## src/rtl/core/pcf_pkg.sv

```systemverilog
// Shared types for the permutation tuple canonical form block.
// Holds function codes, datapath operation codes and the command/status structs.
// No dependencies.
`default_nettype none
package pcf_pkg;

  typedef enum logic [1:0] {
    FUNC_LOAD  = 2'd0,
    FUNC_CANON = 2'd1,
    FUNC_READ  = 2'd2,
    FUNC_NOP   = 2'd3
  } func_t;

  typedef enum logic [3:0] {
    OP_NONE    = 4'd0,
    OP_LOAD    = 4'd1,
    OP_READ    = 4'd2,
    OP_ICLR    = 4'd3,
    OP_IBLD    = 4'd4,
    OP_ROOT    = 4'd5,
    OP_QFETCH  = 4'd6,
    OP_STEP    = 4'd7,
    OP_RELABEL = 4'd8,
    OP_CMP     = 4'd9,
    OP_COPY    = 4'd10,
    OP_FINAL   = 4'd11,
    OP_RESP    = 4'd12
  } op_t;

  typedef struct packed {
    op_t  op;
    logic start;
  } cmd_t;

  typedef struct packed {
    logic done;
    logic more;
    logic complete;
    logic take;
    logic last_root;
  } sts_t;

endpackage
`default_nettype wire

```

## src/rtl/core/pcf_ctrl.sv

```systemverilog
// Controller state machine for the permutation tuple canonical form block.
// Sequences datapath operations; depends on pcf_pkg.
`default_nettype none
module pcf_ctrl (
  input  wire logic          clk,
  input  wire logic          rst_n,
  input  wire logic          in_accept,
  input  wire logic [1:0]    in_func,
  input  wire pcf_pkg::sts_t sts,
  input  wire logic          out_tready,
  output pcf_pkg::cmd_t      cmd,
  output logic               in_tready,
  output logic               out_tvalid
);

  typedef enum logic [12:0] {
    S_IDLE = 13'h0001,
    S_LOAD = 13'h0002,
    S_READ = 13'h0004,
    S_ICLR = 13'h0008,
    S_IBLD = 13'h0010,
    S_ROOT = 13'h0020,
    S_QF   = 13'h0040,
    S_STEP = 13'h0080,
    S_REL  = 13'h0100,
    S_CMP  = 13'h0200,
    S_COPY = 13'h0400,
    S_FIN  = 13'h0800,
    S_RESP = 13'h1000
  } state_t;

  state_t state_r, state_nxt;
  logic   start_r, start_nxt;
  logic   out_valid_r, out_valid_nxt;
  logic   fire;
  logic   go;

  assign go = !start_r && sts.done;

  always_comb begin
    state_nxt = state_r;
    fire      = 1'b0;
    unique case (state_r)
      S_IDLE: begin
        if (in_accept) begin
          unique case (in_func)
            pcf_pkg::FUNC_LOAD:  state_nxt = S_LOAD;
            pcf_pkg::FUNC_CANON: state_nxt = S_ICLR;
            pcf_pkg::FUNC_READ:  state_nxt = S_READ;
            default:             state_nxt = S_RESP;
          endcase
        end
      end
      S_LOAD: if (go) state_nxt = S_RESP;
      S_READ: if (go) state_nxt = S_RESP;
      S_ICLR: if (go) state_nxt = S_IBLD;
      S_IBLD: if (go) state_nxt = S_ROOT;
      S_ROOT: if (go) state_nxt = S_QF;
      S_QF:   if (go) state_nxt = S_STEP;
      S_STEP: begin
        if (go) begin
          if (sts.more) state_nxt = S_QF;
          else if (!sts.complete) state_nxt = S_RESP;
          else state_nxt = S_REL;
        end
      end
      S_REL: if (go) state_nxt = S_CMP;
      S_CMP: begin
        if (go) begin
          if (sts.take) state_nxt = S_COPY;
          else if (sts.last_root) state_nxt = S_FIN;
          else state_nxt = S_ROOT;
        end
      end
      S_COPY: begin
        if (go) begin
          if (sts.last_root) state_nxt = S_FIN;
          else state_nxt = S_ROOT;
        end
      end
      S_FIN: if (go) state_nxt = S_RESP;
      S_RESP: begin
        if (!out_valid_r || out_tready) begin
          fire      = 1'b1;
          state_nxt = S_IDLE;
        end
      end
      default: state_nxt = S_IDLE;
    endcase
  end

  always_comb begin
    cmd.start = start_r;
    unique case (state_r)
      S_LOAD:  cmd.op = pcf_pkg::OP_LOAD;
      S_READ:  cmd.op = pcf_pkg::OP_READ;
      S_ICLR:  cmd.op = pcf_pkg::OP_ICLR;
      S_IBLD:  cmd.op = pcf_pkg::OP_IBLD;
      S_ROOT:  cmd.op = pcf_pkg::OP_ROOT;
      S_QF:    cmd.op = pcf_pkg::OP_QFETCH;
      S_STEP:  cmd.op = pcf_pkg::OP_STEP;
      S_REL:   cmd.op = pcf_pkg::OP_RELABEL;
      S_CMP:   cmd.op = pcf_pkg::OP_CMP;
      S_COPY:  cmd.op = pcf_pkg::OP_COPY;
      S_FIN:   cmd.op = pcf_pkg::OP_FINAL;
      S_RESP:  cmd.op = fire ? pcf_pkg::OP_RESP : pcf_pkg::OP_NONE;
      default: cmd.op = pcf_pkg::OP_NONE;
    endcase
  end

  assign start_nxt     = (state_nxt != state_r);
  assign out_valid_nxt = fire ? 1'b1 : (out_tready ? 1'b0 : out_valid_r);
  assign in_tready     = (state_r == S_IDLE);
  assign out_tvalid    = out_valid_r;

  always_ff @(posedge clk) begin
    if (!rst_n) begin
      state_r     <= S_IDLE;
      start_r     <= 1'b0;
      out_valid_r <= 1'b0;
    end else begin
      state_r     <= state_nxt;
      start_r     <= start_nxt;
      out_valid_r <= out_valid_nxt;
    end
  end

endmodule
`default_nettype wire

```

## src/rtl/core/pcf_dpath.sv

```systemverilog
// Datapath for the permutation tuple canonical form block: tuple, inverse,
// work, candidate and result memories, walk queue, labels and sweep counters.
// Depends on pcf_pkg; driven by pcf_ctrl.
`default_nettype none
module pcf_dpath #(
  parameter int POINTS = 23,
  parameter int PERMS  = 5
) (
  input  wire logic          clk,
  input  wire logic          rst_n,
  input  wire logic          in_accept,
  input  wire logic [2:0]    in_perm,
  input  wire logic [4:0]    in_point,
  input  wire logic [4:0]    in_image,
  input  wire pcf_pkg::cmd_t cmd,
  output pcf_pkg::sts_t      sts,
  output logic [4:0]         out_img,
  output logic               out_stat
);

  localparam int N     = PERMS * POINTS;
  localparam int AW    = $clog2(N);
  localparam int CW    = $clog2(N + 1);
  localparam int PTW   = $clog2(POINTS);
  localparam int NW    = $clog2(POINTS + 1);
  localparam int STEPS = 2 * PERMS;

  logic [PTW-1:0] tup_mem  [N];
  logic [PTW-1:0] inv_mem  [N];
  logic [PTW-1:0] work_mem [N];
  logic [PTW-1:0] cand_mem [N];
  logic [PTW-1:0] best_mem [N];
  logic [PTW-1:0] lab_mem  [POINTS];
  logic [PTW-1:0] que_mem  [POINTS];

  logic [PTW-1:0] tup_q, inv_q, work_q, cand_q, best_q, lab_qa, lab_qb, que_q;

  logic [AW-1:0]     addr_r;
  logic              inr_r;
  logic [PTW-1:0]    img_r;
  logic              best_valid_r, have_r;
  logic [CW-1:0]     cnt_r, kb_r, a1_r, kb1_r, kb2_r;
  logic [PTW-1:0]    pp_r, p1_r;
  logic              v1_r, v2_r, d1_r;
  logic [NW-1:0]     root_r, next_r, head_r;
  logic [PTW-1:0]    x_r;
  logic [POINTS-1:0] labeled_r;
  logic              cmp_done_r, cmp_less_r;
  logic [PTW-1:0]    pend_img_r;
  logic              pend_stat_r;
  logic [4:0]        out_img_r;
  logic              out_stat_r;

  function automatic logic [PTW-1:0] sat(input logic [PTW-1:0] v);
    sat = (32'(v) >= POINTS) ? PTW'(POINTS - 1) : v;
  endfunction

  logic           act, sweep_op, issue, new_lab;
  logic [CW-1:0]  lim, step_a, rd_a, ibld_a, rel_a;
  logic [PTW-1:0] ysat, tsat;

  assign act      = !cmd.start;
  assign sweep_op = (cmd.op == pcf_pkg::OP_ICLR) || (cmd.op == pcf_pkg::OP_IBLD) ||
                    (cmd.op == pcf_pkg::OP_STEP) || (cmd.op == pcf_pkg::OP_RELABEL) ||
                    (cmd.op == pcf_pkg::OP_CMP) || (cmd.op == pcf_pkg::OP_COPY) ||
                    (cmd.op == pcf_pkg::OP_FINAL);
  assign lim      = (cmd.op == pcf_pkg::OP_STEP) ? CW'(STEPS) : CW'(N);
  assign issue    = act && sweep_op && (cnt_r < lim);
  assign step_a   = kb_r + CW'(x_r);
  assign rd_a     = (cmd.op == pcf_pkg::OP_STEP) ? step_a : cnt_r;
  assign ibld_a   = kb1_r + CW'(tup_q);
  assign rel_a    = kb2_r + CW'(lab_qa);
  assign ysat     = sat(d1_r ? inv_q : tup_q);
  assign tsat     = sat(tup_q);
  assign new_lab  = act && (cmd.op == pcf_pkg::OP_STEP) && v1_r && !labeled_r[ysat];

  // memory reads, registered
  always_ff @(posedge clk) begin
    tup_q  <= tup_mem[rd_a[AW-1:0]];
    inv_q  <= inv_mem[rd_a[AW-1:0]];
    work_q <= work_mem[cnt_r[AW-1:0]];
    cand_q <= cand_mem[cnt_r[AW-1:0]];
    best_q <= best_mem[addr_r];
    lab_qa <= lab_mem[p1_r];
    lab_qb <= lab_mem[tsat];
    que_q  <= que_mem[head_r[PTW-1:0]];
  end

  // memory writes
  always_ff @(posedge clk) begin
    if (act && (cmd.op == pcf_pkg::OP_LOAD) && inr_r) tup_mem[addr_r] <= img_r;
  end

  always_ff @(posedge clk) begin
    if (issue && (cmd.op == pcf_pkg::OP_ICLR)) begin
      inv_mem[cnt_r[AW-1:0]] <= '0;
    end else if (act && (cmd.op == pcf_pkg::OP_IBLD) && v1_r && (32'(tup_q) < POINTS)) begin
      inv_mem[ibld_a[AW-1:0]] <= p1_r;
    end
  end

  always_ff @(posedge clk) begin
    if (act && (cmd.op == pcf_pkg::OP_RELABEL) && v2_r) work_mem[rel_a[AW-1:0]] <= lab_qb;
  end

  always_ff @(posedge clk) begin
    if (act && (cmd.op == pcf_pkg::OP_COPY) && v1_r) cand_mem[a1_r[AW-1:0]] <= work_q;
  end

  always_ff @(posedge clk) begin
    if (act && (cmd.op == pcf_pkg::OP_FINAL) && v1_r) best_mem[a1_r[AW-1:0]] <= cand_q;
  end

  always_ff @(posedge clk) begin
    if (act && (cmd.op == pcf_pkg::OP_ROOT)) begin
      lab_mem[root_r[PTW-1:0]] <= '0;
    end else if (new_lab) begin
      lab_mem[ysat] <= next_r[PTW-1:0];
    end
  end

  always_ff @(posedge clk) begin
    if (act && (cmd.op == pcf_pkg::OP_ROOT)) begin
      que_mem[0] <= root_r[PTW-1:0];
    end else if (new_lab) begin
      que_mem[next_r[PTW-1:0]] <= ysat;
    end
  end

  // status
  always_comb begin
    sts.more      = (head_r < next_r);
    sts.complete  = (next_r == NW'(POINTS));
    sts.take      = !have_r || cmp_less_r;
    sts.last_root = (root_r == NW'(POINTS));
    case (cmd.op)
      pcf_pkg::OP_LOAD, pcf_pkg::OP_READ,
      pcf_pkg::OP_ROOT, pcf_pkg::OP_QFETCH: sts.done = 1'b1;
      pcf_pkg::OP_ICLR:    sts.done = (cnt_r == CW'(N));
      pcf_pkg::OP_STEP:    sts.done = (cnt_r == CW'(STEPS)) && !v1_r;
      pcf_pkg::OP_RELABEL: sts.done = (cnt_r == CW'(N)) && !v1_r && !v2_r;
      pcf_pkg::OP_CMP:     sts.done = cmp_done_r || ((cnt_r == CW'(N)) && !v1_r);
      pcf_pkg::OP_IBLD, pcf_pkg::OP_COPY,
      pcf_pkg::OP_FINAL:   sts.done = (cnt_r == CW'(N)) && !v1_r;
      default:             sts.done = 1'b0;
    endcase
  end

  always_ff @(posedge clk) begin
    if (!rst_n) begin
      best_valid_r <= 1'b0;
      have_r       <= 1'b0;
      cnt_r        <= '0;
      v1_r         <= 1'b0;
      v2_r         <= 1'b0;
      cmp_done_r   <= 1'b0;
      cmp_less_r   <= 1'b0;
      pend_stat_r  <= 1'b0;
      out_stat_r   <= 1'b0;
      root_r       <= '0;
      next_r       <= '0;
      head_r       <= '0;
    end else begin
      if (in_accept) begin
        addr_r      <= AW'(32'(in_perm) * POINTS + 32'(in_point));
        inr_r       <= (32'(in_perm) < PERMS) && (32'(in_point) < POINTS);
        img_r       <= (32'(in_image) >= POINTS) ? PTW'(POINTS - 1) : PTW'(in_image);
        pend_img_r  <= '0;
        pend_stat_r <= 1'b0;
      end
      if (cmd.op == pcf_pkg::OP_RESP) begin
        out_img_r  <= 5'(pend_img_r);
        out_stat_r <= pend_stat_r;
      end
      if (cmd.start) begin
        cnt_r      <= '0;
        pp_r       <= '0;
        kb_r       <= '0;
        v1_r       <= 1'b0;
        v2_r       <= 1'b0;
        cmp_done_r <= 1'b0;
        cmp_less_r <= 1'b0;
        if (cmd.op == pcf_pkg::OP_ICLR) begin
          root_r <= '0;
          have_r <= 1'b0;
        end
      end else begin
        v1_r  <= issue;
        v2_r  <= v1_r && (cmd.op == pcf_pkg::OP_RELABEL);
        kb2_r <= kb1_r;
        if (issue) begin
          cnt_r <= cnt_r + 1'b1;
          a1_r  <= cnt_r;
          p1_r  <= pp_r;
          kb1_r <= kb_r;
          d1_r  <= cnt_r[0];
          if (cmd.op == pcf_pkg::OP_STEP) begin
            if (cnt_r[0]) kb_r <= kb_r + CW'(POINTS);
          end else if (pp_r == PTW'(POINTS - 1)) begin
            pp_r <= '0;
            kb_r <= kb_r + CW'(POINTS);
          end else begin
            pp_r <= pp_r + 1'b1;
          end
        end
        case (cmd.op)
          pcf_pkg::OP_ROOT: begin
            labeled_r <= {{(POINTS-1){1'b0}}, 1'b1} << root_r[PTW-1:0];
            next_r    <= NW'(1);
            head_r    <= '0;
            root_r    <= root_r + 1'b1;
          end
          pcf_pkg::OP_QFETCH: begin
            x_r    <= que_q;
            head_r <= head_r + 1'b1;
          end
          pcf_pkg::OP_STEP: begin
            if (new_lab) begin
              labeled_r[ysat] <= 1'b1;
              next_r          <= next_r + 1'b1;
            end
            if (sts.done && !sts.more && !sts.complete) pend_stat_r <= 1'b1;
          end
          pcf_pkg::OP_CMP: begin
            if (v1_r && !cmp_done_r && (work_q != cand_q)) begin
              cmp_done_r <= 1'b1;
              cmp_less_r <= (work_q < cand_q);
            end
          end
          pcf_pkg::OP_COPY: begin
            if (sts.done) have_r <= 1'b1;
          end
          pcf_pkg::OP_FINAL: begin
            if (sts.done) best_valid_r <= 1'b1;
          end
          pcf_pkg::OP_READ: begin
            pend_img_r <= (inr_r && best_valid_r) ? best_q : '0;
          end
          default: begin
          end
        endcase
      end
    end
  end

  assign out_img  = out_img_r;
  assign out_stat = out_stat_r;

endmodule
`default_nettype wire

```

## src/rtl/core/permutation_tuple_canonical_form.sv

```systemverilog
// Top level of the permutation tuple canonical form block.
// Joins pcf_ctrl and pcf_dpath; depends on pcf_pkg.
//
// Input channel in_*: one word per command. func 0 loads one tuple entry,
// func 1 canonicalizes the stored tuple, func 2 reads one canonical entry.
// Output channel out_*: exactly one result word per command, in order.
// One command is in progress at a time; in_tready is high only when idle,
// and a new word is taken while the last result still waits on out_*.
// Canonicalize clears and builds the inverse, then for each root runs the
// breadth-first walk, relabel, compare and copy sweeps, and ends with a final
// copy into the result memory; the breadth-first walk, relabel, compare and
// copy sweeps each move one entry per cycle. A nontransitive tuple ends at
// the first root whose walk misses a point.
// Reset clears the controller, the output valid and the result-valid flag;
// memory contents are undefined until loaded. When out_tready is low the
// result word holds and the next command waits in the response state.
`default_nettype none
module permutation_tuple_canonical_form #(
  parameter int POINTS = 23,
  parameter int PERMS  = 5
) (
  input  wire logic        clk,
  input  wire logic        rst_n,
  input  wire logic        in_tvalid,
  output logic             in_tready,
  input  wire logic [15:0] in_tdata,   // func[1:0], perm_index[4:2], point[9:5], image[14:10]
  output logic             out_tvalid,
  input  wire logic        out_tready,
  output logic [7:0]       out_tdata   // read_image[4:0], status[5]
);

  pcf_pkg::cmd_t cmd;
  pcf_pkg::sts_t sts;
  logic          in_accept;
  logic [4:0]    out_img;
  logic          out_stat;

  assign in_accept = in_tvalid && in_tready;

  pcf_ctrl u_ctrl (
    .clk        (clk),
    .rst_n      (rst_n),
    .in_accept  (in_accept),
    .in_func    (in_tdata[1:0]),
    .sts        (sts),
    .out_tready (out_tready),
    .cmd        (cmd),
    .in_tready  (in_tready),
    .out_tvalid (out_tvalid)
  );

  pcf_dpath #(
    .POINTS (POINTS),
    .PERMS  (PERMS)
  ) u_dpath (
    .clk       (clk),
    .rst_n     (rst_n),
    .in_accept (in_accept),
    .in_perm   (in_tdata[4:2]),
    .in_point  (in_tdata[9:5]),
    .in_image  (in_tdata[14:10]),
    .cmd       (cmd),
    .sts       (sts),
    .out_img   (out_img),
    .out_stat  (out_stat)
  );

  assign out_tdata = {2'b00, out_stat, out_img};

endmodule
`default_nettype wire

```

## config.mk

```make
export PLATFORM = sky130hd
export DESIGN_NAME = permutation_tuple_canonical_form
export DESIGN_NICKNAME = d
export VERILOG_FILES = /design/src/rtl/core/pcf_pkg.sv /design/src/rtl/core/pcf_ctrl.sv /design/src/rtl/core/pcf_dpath.sv /design/src/rtl/core/permutation_tuple_canonical_form.sv
export SDC_FILE = /design/constraint.sdc
export NUM_CORES = 2
export LEC_CHECK = 0
export CELL_PAD_IN_SITES_DETAIL_PLACEMENT = 1
export CELL_PAD_IN_SITES_GLOBAL_PLACEMENT = 1
export CORE_UTILIZATION = 54
export CTS_CLUSTER_DIAMETER = 100
export DETAILED_ROUTE_END_ITERATION = 7
export DONT_BUFFER_PORTS = 1
export GPL_ROUTABILITY_DRIVEN = 0
export PLACE_DENSITY = 0.81
export SLEW_MARGIN = 0
export SYNTH_ARGS = -nofsm -noshare
export SYNTH_HDL_FRONTEND = slang
export SYNTH_SLANG_ARGS = --single-unit
```

## constraint.sdc

```tcl
create_clock -name clk -period 6.75 [get_ports clk]
set_input_delay 1.0125 -clock clk [delete_from_list [all_inputs] [get_ports clk]]
set_output_delay 1.0125 -clock clk [all_outputs]
set_load 0.02 [all_outputs]
```

==> metrics.md <==
| Metric | Value |
|---|---|
| Worst slew pin tran | 1.38 ns |
| Total number of vias | 79,300 |
| RSZ-0062 raised after global routing | false |
| Average size of a mapped cell | 16.2 µm² |
| H-tree levels | 5 |
| # clock sinks | 3,279 |
| Total iterations of the first detailed-routing run | 8 |
| Worst-path cell chain | nor4_4, nand4_1, inv_2, ha_1, a21o_1, a21o_1, a211oi_1, o211ai_1, a31oi_1, buf_4, a21o_1, nand2b_1, nor2_1 |
| Setup bufs post-CTS | 0 |
| Layout area overhead | 10.5% |
| Mapped Cells | roughly 8,000 |
| Dpl hpwl | 227 mm |
| Hold crit path type | in2reg |
| MaxCap Viol Count | 0 |
| Syn. warnings | 0 |
| Fraction of layout cells with a size suffix above 1 | 13.6% |
| Critical path buffer and inverter count | 2 |
| Reg2reg start | u_ctrl.state_r[1] |
| Slew HR | 7.77% |
| Final hold vios | 0 |
| PostCTS Resize Cnt | 0 |
| Port bufs | 0 |
| Antenna violations before repair | 9 |
| Worst slack at placement | around 1.0 ns |
| Power density over cell area | 285 nW/µm² |
| Total track usage | 31.6% |
| Crit Path Class | reg2reg |
| Core Box Area | 241,000 µm² |
| Worst hold stages | 0 |
| Peak VDD IR | 0.257 mV |
| Clock power share | 43.5% |
| Die area | 245,000 µm² |
| Num CTS Buffers | 339 |
| Final Setup Violations | 0 |
| Layout Nets | 8,157 |
| # DRC | 0 |
| Setup tns final | 0 ns |
| Final Cycle Share | between 90% and 100% |
| Drt wl/cell | 33.8 µm |
| CTS max path bufs | 4 |
| Final min period | 6.11 ns |
| DRT iter0 DRCs | 10,600 |
| Hold endpoint | u_dpath.img_r[4] |
| Die height | a little under 500 µm |
| Critical path's slowest cell | nand2b_1 |
| Sequential share of power | 53.9% |
| Netlist Area Pre-Place | approximately 130,000 µm² |
| Reg clk slew, reported paths | 0.06 ns |
| Final Max Slew Viols | 0 |
| Vias in the first global route | 82,300 |
| Final wirelength | 388 mm |
| Pint | 32.7 mW |
| Post-synth ARST share | 0% |
| Post-synth EDFFs | 3,194 |
| Worst Min Path Start | in_tdata[14] |
| Startpoint types | flop |
| Initial core utilization | a little over half |
| FP Rows | 180 |
| Main area contributors after synthesis | edfxtp_1 (73%), mux4_2 (7.7%), nand2_1 (2.5%), nor2_1 (2.2%), a22oi_1 (1.4%) |
| F_max | 0.164 GHz |
| Delay-heaviest family, CP | simple AND/OR/NAND/NOR gates |
| Hold slack | around 0.17 ns |
| Clock root buffer | clkbuf_16 |
| Grt ovf | 0 |
| Post-CTS Hold Buffers | 0 |
| Crit path required time | 7.35 ns |
| Vias per inst | between 6 and 7 |
| First-pass GRT wire length | ~570 mm |
| PnR worst setup slack | 0.637 ns |
| # IOs | 30 |
| Die X | 495 µm |
| Largest net degree at the start of global routing | 167 |
| Reg2Reg Setup Slack | 0.64 ns |
| R2R depth | 13 |
| Most common cell on crit path | a21o_1 |
| Max incr delay on CP | 0.96 ns |
| Comb pwr share | roughly 2.6% |
| Unique cell type count in the Yosys netlist | 87 |
| Dominant cell type by area after synthesis | edfxtp_1 |
| Crit path max fanout | 18 |
| Worst R2R End | u_dpath.inv_mem[10][0] |
| Seq cells post-synth | 3,279 |
| Tot Pwr | approximately 41 mW |
| Switching share of power | 21.0% |
| Net Sw Power | roughly 8.7 mW |
| Worst-Skew Late Latency | 0.99 ns |
| Status | finished clean |
| CP endpoint kind | flop |
| Finished Core Util | 60.2% |
| Sequential share of the synthesized area | around three quarters |
| Clk_skew | 0.120 ns |
| Leakage power | 44.5 nW |
| Area share of the largest cell type after synthesis | approximately 73% |
| CP arrival | 6.71 ns |
| CTS tree | done |
| Main synth FF type | edfxtp_1 |
| Antenna viol nets, final | 0 |
## cells in the mapped netlist (75+ instances only)
library cell,count
mux2i_1,175
nand4_1,98
a31oi_1,108
nand3_1,351
nand2_1,893
a32oi_1,75
clkbuf_1,356
mux4_2,450
nor2_1,784
a22oi_1,239
o21ai_0,122
a21oi_1,212
edfxtp_1,3194
dfxtp_1,85
## cell type report
class / count / area (µm²)
Antenna cell: 3 / 7.51
Clock inverter: 171 / 1440
Fill cell: 21200 / 96000
Clock buffer: 417 / 8880
Sequential cell: 3279 / 97700
Multi-Input combinational cell: 4253 / 31700
Tap cell: 3185 / 3990
Timing Repair Buffer: 153 / 1320
Inverter: 50 / 190
## worst max-delay path by stage
| stage | cells past startpoint | start | to |
|---|---|---|---|
| finish | 13 | u_ctrl.state_r[1] | u_dpath.inv_mem[10][0] |
| global route | 13 | u_ctrl.state_r[1] | u_dpath.inv_mem[18][0] |
| CTS | 13 | u_ctrl.state_r[1] | u_dpath.inv_mem[18][4] |
| detailed placement | 13 | u_ctrl.state_r[1] | u_dpath.inv_mem[18][1] |
| global placement | 13 | u_ctrl.state_r[1] | u_dpath.inv_mem[18][1] |
| floorplan | 9 | u_dpath.a1_r[0] | u_dpath.que_mem[6][0] |
## cells in the final DEF (no fill, tap or decap), types with 83 or more instances in the layout
master	netlist	layout
clkbuf_16	0	343
mux4_2	450	450
buf_4	9	139
a22oi_1	239	239
edfxtp_1	3194	3194
nor2_1	784	776
nand3_1	351	351
o21ai_0	122	118
clkinv_1	2	83
a21oi_1	212	209
nand2_1	893	892
mux2i_1	175	172
a31oi_1	108	108
nand4_1	98	98
## stage by stage
step	instances	area (µm²)
after CTS	11500	145000
after global routing	11500	145000
after detailed placement	10900	135000
final	11500	145000
after floorplan	8098	131000
after global placement	10900	135000
## state kept, by name (all words and copies together), names as in the netlist, 13 cells and up
signal and cells:
u_dpath.labeled_r 23, u_dpath.work_mem 575, u_dpath.inv_mem 575, u_dpath.cand_mem 575, u_ctrl.state_r 13, u_dpath.que_mem 115, u_dpath.tup_mem 575, u_dpath.best_mem 575
u_dpath.lab_mem 115
## power by group through the flow
stage | combinational [mW] | clock [mW] | sequential [mW]
after floorplan | 0.603 | 0 | 22.8
after global placement | 0.992 | 0 | 22.8
after detailed placement | 1.04 | 0 | 22.8
after CTS | 1.07 | 18.1 | 22.3
after global routing | 1.13 | 18.7 | 22.3
final | 1.09 | 18.0 | 22.3
## metal layers
metal  up-vias  GRT usage (%)  routed length [µm]
met5         -              0                  42
met4         2           15.4               20500
met3      1171           5.86               36700
met2      5342           51.9              191000
met1     41000           40.6              140000
li1      31800              -                   -
## cells by family (layout without fill, tap and decap cells)
logic type      after synthesis  after routing  synth area share (%)
flops                      3279           3279                  74.3
simple gates               2394           2394                  7.90
compound gates             1107           1107                  5.89
mux                         645            645                  9.22
buf+inv                     566            791                  1.81
fa+ha+maj                    61             61                 0.626
xor+xnor                     44             44                 0.293
other cells                   1              5               0.00285
Note: power is estimated with default switching activity, not from simulation.
